<file path="config.mk">
export PLATFORM = sky130hd
export DESIGN_NAME = pfb_ctrl
export DESIGN_NICKNAME = d
export VERILOG_FILES = /design/src/rtl/pfb_pkg.sv /design/src/rtl/pfb_ctrl.sv
export SDC_FILE = /design/constraint.sdc
export NUM_CORES = 1
export LEC_CHECK = 0
export ABC_AREA = 1
export ABC_CLOCK_PERIOD_IN_PS = 1500
export BUFFER_PORTS_ARGS = -buffer_cell sky130_fd_sc_hd__clkbuf_2
export CAP_MARGIN = 20
export CORE_AREA = 5 5 42 44
export DETAILED_ROUTE_END_ITERATION = 8
export DIE_AREA = 0 0 47 49
export PLACE_DENSITY = 0.58
export SYNTH_ARGS = -nofsm -noshare
export SYNTH_HDL_FRONTEND = slang
export SYNTH_SLANG_ARGS = --single-unit
</file>
<file path="constraint.sdc">
create_clock -name clk -period 1.5 [get_ports clk]
set_clock_uncertainty 0.05 [all_clocks]
set_input_delay 0.3 -clock clk [delete_from_list [all_inputs] [get_ports clk]]
set_output_delay 0.3 -clock clk [all_outputs]
set_load 0.03 [all_outputs]
</file>
<file path="src/rtl/pfb_pkg.sv">
// Package for the page framebuffer text blitter: constants, action codes,
// payload structs, controller state type and the command/status structs.
`timescale 1ns / 1ps

package pfb_pkg;

  localparam int DisplayWidthDefault = 128;
  localparam int DisplayPagesDefault = 8;
  localparam int StoreDepth          = 1024;
  localparam int AddrW               = 10;

  localparam logic [7:0] CharNewline = 8'd10;
  localparam logic [7:0] CharReturn  = 8'd13;

  typedef enum logic [2:0] {
    ACT_SET_CURSOR = 3'd0,
    ACT_CHAR       = 3'd1,
    ACT_CHAR_2X    = 3'd2,
    ACT_PIXEL      = 3'd3,
    ACT_CLEAR      = 3'd4,
    ACT_CLEAR_LINE = 3'd5,
    ACT_READ       = 3'd6,
    ACT_NONE       = 3'd7
  } action_t;

  typedef struct packed {
    logic [2:0]  action;
    logic [7:0]  char_code;
    logic [63:0] glyph_columns;
    logic [7:0]  x_position;
    logic [7:0]  y_position;
    logic        pixel_color;
    logic [7:0]  page_index;
    logic [9:0]  read_address;
  } in_item_t;

  typedef struct packed {
    logic       status;
    logic [7:0] read_data;
    logic [7:0] cursor_x_now;
    logic [7:0] cursor_y_now;
  } out_item_t;

  typedef enum logic [3:0] {
    ST_SWEEP,     // clearing pass over the whole store
    ST_IDLE,
    ST_DECODE,    // cursor update / wrap, choose work
    ST_DISPATCH,  // branch on the decoded kind of work
    ST_RD,        // issue memory read of one target byte
    ST_WAIT,      // read data registered
    ST_WR,        // write modified byte
    ST_LINE,      // zero one page, one byte a cycle
    ST_RDONE,     // read action data wait
    ST_OUT        // result held until taken
  } state_t;

  // Datapath operations the controller requests.
  typedef enum logic [3:0] {
    OP_NONE,
    OP_LOAD,      // capture the input transaction
    OP_DECODE,    // apply cursor rules, set up counters
    OP_RD,        // read address of current target
    OP_WR,        // write modified byte, advance target
    OP_LINE,      // write zero, advance column
    OP_SWEEP,     // write zero, advance sweep address
    OP_RDCAP,     // capture read data
    OP_SEND       // load output register
  } op_t;

  typedef struct packed {
    op_t op;
  } pfb_cmd_t;

  typedef struct packed {
    logic draw;      // decoded item needs glyph/pixel RMW
    logic line;      // decoded item clears a page
    logic sweep;     // decoded item clears the store
    logic rd;        // decoded item is a read
    logic last;      // current counter is at its final step
    logic out_taken; // output register is free
  } pfb_stat_t;

  function automatic logic [15:0] double_bits(input logic [7:0] b);
    logic [15:0] r;
    r = '0;
    for (int i = 0; i < 8; i++) begin
      r[2*i]   = b[i];
      r[2*i+1] = b[i];
    end
    return r;
  endfunction

endpackage

</file>
<file path="src/rtl/pfb_ctrl.sv">
// Controller state machine of the page framebuffer text blitter.
// Depends on pfb_pkg for state, command and status types.
`timescale 1ns / 1ps

module pfb_ctrl (
  input  logic              clk,
  input  logic              rst,
  input  logic              in_valid,
  output logic              in_stall,
  input  pfb_pkg::pfb_stat_t stat,
  output pfb_pkg::pfb_cmd_t  cmd
);
  import pfb_pkg::*;

  state_t state, state_next;

  always_ff @(posedge clk) begin
    if (rst) begin
      state <= ST_SWEEP;
    end else begin
      state <= state_next;
    end
  end

  always_comb begin
    state_next = state;
    cmd.op     = OP_NONE;
    in_stall   = 1'b1;
    case (state)
      ST_SWEEP: begin
        cmd.op = OP_SWEEP;
        if (stat.last) state_next = ST_OUT;
      end
      ST_IDLE: begin
        // A result still waiting in the output register keeps the input closed.
        in_stall = !stat.out_taken;
        if (in_valid && stat.out_taken) begin
          cmd.op     = OP_LOAD;
          state_next = ST_DECODE;
        end
      end
      ST_DECODE: begin
        cmd.op     = OP_DECODE;
        state_next = ST_DISPATCH;
      end
      ST_DISPATCH: begin
        if (stat.sweep) state_next = ST_SWEEP;
        else if (stat.line) state_next = ST_LINE;
        else if (stat.draw) state_next = ST_RD;
        else if (stat.rd) state_next = ST_RDONE;
        else state_next = ST_OUT;
      end
      ST_RD: begin
        cmd.op     = OP_RD;
        state_next = ST_WAIT;
      end
      ST_WAIT: begin
        state_next = ST_WR;
      end
      ST_WR: begin
        cmd.op     = OP_WR;
        state_next = stat.last ? ST_OUT : ST_RD;
      end
      ST_LINE: begin
        cmd.op = OP_LINE;
        if (stat.last) state_next = ST_OUT;
      end
      ST_RDONE: begin
        cmd.op     = OP_RDCAP;
        state_next = ST_OUT;
      end
      ST_OUT: begin
        if (stat.out_taken) begin
          cmd.op     = OP_SEND;
          state_next = ST_IDLE;
        end
      end
      default: state_next = ST_IDLE;
    endcase
  end

endmodule

</file>
==> impl_metrics.env, run 1 <==
export IMPL_insertedDiodeCount=0
export IMPL_floorplan_initialDensity=0.297
export IMPL_clock_tree_htree_level_count=1
export IMPL_ant_nets=0
export IMPL_syn_instance_count=77
export IMPL_rsz_0062_raised_after_global_routing="yes"
export IMPL_final_period_utilization=1.03
export IMPL_largest_reg_flops=4
export IMPL_remaining_global_route_overflow=0
export IMPL_drt_first_iter_violations=21
export IMPL_final_net_count=111
export IMPL_design_core_area_um2=1400
export IMPL_synth_seq_cells=4
export IMPL_drcViolationCount=0
export IMPL_endpoint_of_the_most_critical_setup_path="cmd[1]"
export IMPL_dp_cells=109
export IMPL_critical_path_top_delay_family="simple AND/OR/NAND/NOR gates"
export IMPL_setup_worst_path_start="state[1]$_SDFFE_PP0P_"
export IMPL_grt_pass1_vias=515
export IMPL_worstSetupEndpointType="primary output"
export IMPL_critPathRequiredTime_ps=1150
export IMPL_xor_xnor_portion_of_the_synthesized_cell_area=0
export IMPL_final_period_minus_worst_setup_slack_ps=1540
export IMPL_netlist_area_um2=417
export IMPL_final_cells=116
export IMPL_clock_fmax_ghz=0.650
export IMPL_report_final_hold_viol_count=0
export IMPL_synth_sequential_area_ratio=0.192
export IMPL_register_ranked_first_by_flip_flop_count="state"
export IMPL_synthSimpleGateAreaFrac=0.574
export IMPL_synthesis_area_per_instance_um2=5.41
export IMPL_totalWireLength_mm=1.44
export IMPL_power_density_nw_per_um2=2080
export IMPL_num_io_pins=14
export IMPL_critical_path_source_type="flip-flop"
export IMPL_register_to_register_setup_slack_ps=200
export IMPL_critPathSlowestCell="dfxtp_4"
export IMPL_critical_path_max_fanout=5
export IMPL_cts_reportedPaths_clkPinSlew_ps=40
export IMPL_max_cap_violations=0
export IMPL_power_total_w=0.00147
export IMPL_grt_util_all_layers=0.125
export IMPL_clkLatencyLatePin_ps=240
export IMPL_peakVddDrop_mv=0.790
export IMPL_avg_wl_per_cell_um=12.4
export IMPL_p_leak_nw=0.351
export IMPL_detailed_place_hpwl_um=927
export IMPL_critPathArrivalTime_ps=1190
export IMPL_timing_critical_path_cells="nor2_2 -> nand2_2 -> nand2_1 -> buf_8"
export IMPL_critical_path_class="reg2out"
export IMPL_global_route_wire_length_before_repair_mm=2.04
export IMPL_worst_slew_pin_transition_ps=253
export IMPL_synth_top_family_by_area="simple AND/OR/NAND/NOR gates"
export IMPL_crit_buf_inv=1
export IMPL_yosys_cell_types_count=15
export IMPL_nFillCells=139
export IMPL_crit_cells=4
export IMPL_synthToLayoutAreaGrowth_pct=69.4
export IMPL_post_synth_mux_area_share=0
export IMPL_detailroute_via_count=569
export IMPL_tritoncts_num_buffers=3
export IMPL_die_height_um=49
export IMPL_min_delay_path_class="in2reg"
export IMPL_cts_root_buffer_cell="clkbuf_4"
export IMPL_slew_violations=0
export IMPL_tritoncts="yes"
export IMPL_cp_max_stage_delay_ps=380
export IMPL_io_buffers=13
export IMPL_timing_rr_start="state[2]$_SDFFE_PP0P_"
export IMPL_placementRows=14
export IMPL_timing_max_slew_rel_slack=0.830
export IMPL_worst_hold_path_num_cells=2
export IMPL_reg2regPathDepth=9
export IMPL_clk_path_buf_depth=2
export IMPL_fraction_of_the_mapped_netlist_area_in_compound_gates=0.126
export IMPL_drt_pass1_iterations=4
export IMPL_grt_max_degree=6
export IMPL_postLayoutSetupSlackWorst_ps=-39.4
export IMPL_clock_sinks=4
export IMPL_finalSetupTns_ps=-66.7
export IMPL_vias_per_cell=4.91
export IMPL_violated_checks="setup timing"
export IMPL_regToRegEndpoint="state[0]$_SDFFE_PP0P_"
export IMPL_initial_antenna_violation_count=0
export IMPL_finalSetupViolCount=2
export IMPL_synth_net_count=86
export IMPL_die_width_um=47
export IMPL_synth_adder_area_share=0
export IMPL_dp_worst_setup_slack_ps=46.8
export IMPL_fp_dieArea_um2=2300
export IMPL_yosysWarningCount=0
export IMPL_layout_drive_gt1_share=0.530
export IMPL_top_flop_regs="state x4"
export IMPL_run_status="finished, violations left"
export IMPL_globalplace_congestion=0.848
[layout by cell type, fill, tap and decap left out]
cell and n:
nand3_2 1, o21a_1 1, nand3_1 10, a22oi_1 1
nand2_1 14, a21oi_1 4, inv_4 3, nor2_1 8
nor3_1 1, dfxtp_4 4, clkbuf_4 3, buf_4 7
nor2_2 3, clkinv_1 1, o21ai_2 1, nand2_2 9
buf_8 2, buf_6 2, inv_1 5, nor2_4 3
nor3_4 1, o21ai_0 1, a21boi_1 1, inv_2 2
clkbuf_8 1, inv_6 1, nand2_4 2, clkbuf_2 8
[layout make-up]
type | count | area [µm²] | share of cell area
Multi-Input combinational cell | 61 | 352 | 0.498
Inverter | 12 | 57.6 | 0.0816
Sequential cell | 4 | 95.1 | 0.135
Tap cell | 16 | 20.0 | 0.0284
Timing Repair Buffer | 20 | 159 | 0.225
Clock buffer | 3 | 22.5 | 0.0319
[worst min-delay path by stage]
stage,startpoint,slack (ps),endpoint
finish,rst,220,state[1]$_SDFFE_PP0P_
global route,rst,210,state[1]$_SDFFE_PP0P_
CTS,rst,210,state[1]$_SDFFE_PP0P_
detailed placement,rst,470,state[1]$_SDFFE_PP0P_
global placement,rst,460,state[3]$_SDFFE_PP0P_
floorplan,rst,320,state[1]$_SDFFE_PP0P_
[synthesized netlist by cell type]
cell / n / area share
a22oi_1: 1 / 0.018
nor2_1: 13 / 0.12
nand2_2: 8 / 0.12
o21ai_0: 2 / 0.024
inv_2: 5 / 0.045
nor2_4: 1 / 0.027
o21a_1: 1 / 0.018
nor3_1: 2 / 0.024
inv_1: 6 / 0.054
a21boi_1: 1 / 0.018
dfxtp_1: 4 / 0.19
nand3_1: 11 / 0.13
a21oi_1: 4 / 0.048
clkinv_1: 1 / 0.0090
nand2_1: 17 / 0.15
[per-stage QoR]
stage                     instance area (µm²)   util  hold WS, ps
after floorplan                           417      -          319
after global placement                    524  0.374          458
after detailed placement                  524  0.374          466
after CTS                                 628  0.448          208
after global routing                      706  0.504          215
final                                     706  0.504          223
[per-layer routing]
layer,vias to the layer above,share of wire,GRT usage
met4,0,0,0.0415
met1,258,0.40,0.130
met3,0,0.042,0.0664
li1,294,-,-
met5,-,0,0
met2,17,0.55,0.206
[worst register-to-register path, delay by kind of cell (launching register included)]
family / cells / cell delay, ps
and+or+nand+nor: 8 / 640
DFF: 1 / 370
buffers and inverters: 1 / 140
[what timing repair did]
action | CTS | global route
pin swaps | 4 | 2
resized for setup | 20 | 25
endpoints found under the setup margin | 5 | 5
hold buffers | 0 | 0
buffers inserted | 3 | 1
[cell families (layout without fill, tap and decap cells)]
group / count (synthesis) / in the layout
compound gates: 9 / 9
flops: 4 / 4
simple gates: 52 / 52
buf+inv: 12 / 35
[where the power goes]
| group | switching, W | internal [W] | total (W) | leakage, nW |
|---|---|---|---|---|
| registers | 0.0000908 | 0.000166 | 0.000257 | 0.0356 |
| logic | 0.000619 | 0.000455 | 0.00107 | 0.301 |
| clock network | 0.0000477 | 0.0000897 | 0.000137 | 0.0138 |
| total | 0.000758 | 0.000711 | 0.00147 | 0.351 |
(Power assumes the default switching activity.)
==> run 2, diff against run 1 <==
Settings changed: ABC_CLOCK_PERIOD_IN_PS 1500 to 1400, GPL_TIMING_DRIVEN set to 0, PLACE_DENSITY 0.58 to 0.6.
Clock period 1.5 ns to 1.4 ns, I/O delays scaled along.
==> run 2 against run 1 <==
The run still ends with setup timing left. Clock power is essentially flat. Combinational power grew 16%. Register-to-register slack lost 260 ps. Global-route usage shrank 0.14 points. First-iteration DRC count shrank 76%. Sequential cell count is the same. Count of clock-buffer cells in the layout is the same. Via count shrank 0.35%. Critical endpoint unchanged. Highest routed layer unchanged.
==> impl_metrics.env, run 2 (synthesis results as in run 1) <==
export IMPL_rsz_0062_raised_after_global_routing="yes"
export IMPL_regToRegEndpoint="state[1]$_SDFFE_PP0P_"
export IMPL_clkLatencyLatePin_ps=230
export IMPL_multi_input_comb_area_um2=370
export IMPL_drt_first_iter_violations=5
export IMPL_detailed_place_hpwl_um=862
export IMPL_totalWireLength_mm=1.54
export IMPL_global_route_wire_length_before_repair_mm=2.10
export IMPL_fin_area_um2=743
export IMPL_register_to_register_setup_slack_ps=-60
export IMPL_critPathSlowestCell="dfxtp_4"
export IMPL_most_prevalent_standard_cell_on_the_critical_path="nand2_2"
export IMPL_tritoncts="yes"
export IMPL_drt_pass1_iterations=4
export IMPL_placementRows=14
export IMPL_finalSetupViolCount=6
export IMPL_initial_antenna_violation_count=0
export IMPL_final_period_utilization=1.10
export IMPL_clk_path_buf_depth=2
export IMPL_drcViolationCount=0
export IMPL_die_width_um=47
export IMPL_tritoncts_num_buffers=3
export IMPL_worstSetupEndpointType="primary output"
export IMPL_hold_path_endpoint="state[1]$_SDFFE_PP0P_"
export IMPL_crit_cells=6
export IMPL_grt_pass1_vias=541
export IMPL_ant_nets=0
export IMPL_violated_checks="setup timing"
export IMPL_remaining_global_route_overflow=0
export IMPL_top_flop_regs="state x4"
export IMPL_swShare=0.514
export IMPL_met3_usage=0.0148
export IMPL_groute_layer_met1_usage=0.128
export IMPL_insertedDiodeCount=0
export IMPL_layout_drive_gt1_share=0.569
export IMPL_vias_per_cell=4.81
export IMPL_power_internal_w=0.000813
export IMPL_timing_max_slew_rel_slack=0.828
export IMPL_regArea_um2=95.1
export IMPL_floorplan_initialDensity=0.297
export IMPL_timing_critical_path_cells="inv_4 -> nor2_4 -> nand2_2 -> o21a_1 -> nand2_2 -> buf_8"
export IMPL_seqPwrFrac=0.175
export IMPL_post_route_util=0.530
export IMPL_power_frac_clock=0.083
export IMPL_cts_root_buffer_cell="clkbuf_4"
export IMPL_reg2regPathDepth=10
export IMPL_cts_stage_hold_buffer_count=0
export IMPL_switching_power_w=0.000859
export IMPL_largest_reg_flops=4
export IMPL_clock_tree_htree_level_count=1
export IMPL_critical_path_source_type="flip-flop"
export IMPL_clock_sinks=4
export IMPL_critPathArrivalTime_ps=1200
export IMPL_min_delay_path_class="in2reg"
export IMPL_power_share_combinational=0.743
export IMPL_globalplace_congestion=0.819
export IMPL_postLayoutSetupSlackWorst_ps=-134
export IMPL_worstHoldStart="rst"
export IMPL_fp_dieArea_um2=2300
export IMPL_report_final_hold_viol_count=0
export IMPL_grt_util_all_layers=0.123
export IMPL_worst_slew_pin_transition_ps=255
export IMPL_clock_fmax_ghz=0.652
export IMPL_io_buffers=13
export IMPL_timing_rr_start="state[1]$_SDFFE_PP0P_"
export IMPL_peakVddDrop_mv=0.890
export IMPL_cp_max_stage_delay_ps=410
export IMPL_design_core_area_um2=1400
export IMPL_crit_buf_inv=2
export IMPL_detailroute_via_count=567
export IMPL_critical_path_class="reg2out"
export IMPL_p_leak_nw=0.370
export IMPL_register_ranked_first_by_flip_flop_count="state"
export IMPL_power_density_nw_per_um2=2250
export IMPL_slew_violations=0
export IMPL_num_io_pins=14
export IMPL_final_net_count=113
export IMPL_worst_hold_path_num_cells=2
export IMPL_final_period_minus_worst_setup_slack_ps=1530
export IMPL_layout_common_cells="13 x nand2_1, 10 x nand2_2, 9 x nor2_1, 9 x buf_4"
export IMPL_critPathRequiredTime_ps=1070
export IMPL_critical_path_max_fanout=5
export IMPL_placement_cell_area_um2=502
export IMPL_run_status="finished, violations left"
export IMPL_critical_path_top_delay_family="flip-flops"
export IMPL_nFillCells=137
export IMPL_globalRouteMet2Util=0.213
export IMPL_avg_wl_per_cell_um=13.0
export IMPL_cts_reportedPaths_clkPinSlew_ps=40
export IMPL_final_common_cell="nand2_1"
export IMPL_die_height_um=49
export IMPL_synthToLayoutAreaGrowth_pct=78.4
export IMPL_max_cap_violations=0
export IMPL_top_usage_layer="met2"
export IMPL_grt_max_degree=7
run 2: changes by cell type in the layout (fill, tap and decap cells not counted), moves of 2 or more:
cell	before	now
buf_4	7	9
nand3_1	10	8
nand3_2	1	3
nor2_2	3	1
run 2: timing repair:
item | in CTS | in global routing
resized for setup | 32 | 19
pin swaps | 6 | 3
setup buffers | 7 | 2
endpoints found under the setup margin | 5 | 6
run 2: per-layer routing:
metal,vias up,wire (µm)
li1,296,-
met3,0,26
met2,4,886
met1,267,625
met5,-,0
met4,0,0
run 2: cell type report:
type,count,area share
Multi-Input combinational cell,61,0.498
Inverter,12,0.0808
Clock buffer,3,0.0303
Tap cell,16,0.0269
Sequential cell,4,0.128
Timing Repair Buffer,22,0.236
run 2: worst max-delay path by stage:
stage,slack (ps),from,to
6_report,-130,state[1]$_SDFFE_PP0P_,cmd[1]
5_1_grt,-190,state[1]$_SDFFE_PP0P_,cmd[1]
4_1_cts,-160,state[2]$_SDFFE_PP0P_,cmd[0]
3_5_place_dp,-70,state[2]$_SDFFE_PP0P_,cmd[0]
3_3_place_gp,-70,state[2]$_SDFFE_PP0P_,cmd[1]
2_1_floorplan,20,state[1]$_SDFFE_PP0P_,cmd[2]
run 2: through the flow:
step	instances	TNS (ps)	power, W	setup slack [ps]	hold slack (ps)
2_1_floorplan	77	0	0.000821	18.2	299
3_3_place_gp	106	-146	0.000999	-73.3	440
3_5_place_dp	106	-133	0.000999	-67.4	451
4_1_cts	116	-511	0.00144	-155	191
5_1_grt	118	-891	0.00179	-191	223
6_report	118	-503	0.00167	-134	208
run 2: power groups by stage:
stage | sequential, W | clock (W) | combinational (W)
final | 0.000292 | 0.000138 | 0.00124
after CTS | 0.000261 | 0.000148 | 0.00103
after global placement | 0.000215 | 0 | 0.000784
after detailed placement | 0.000214 | 0 | 0.000785
after floorplan | 0.000203 | 0 | 0.000618
after global routing | 0.000295 | 0.000154 | 0.00134
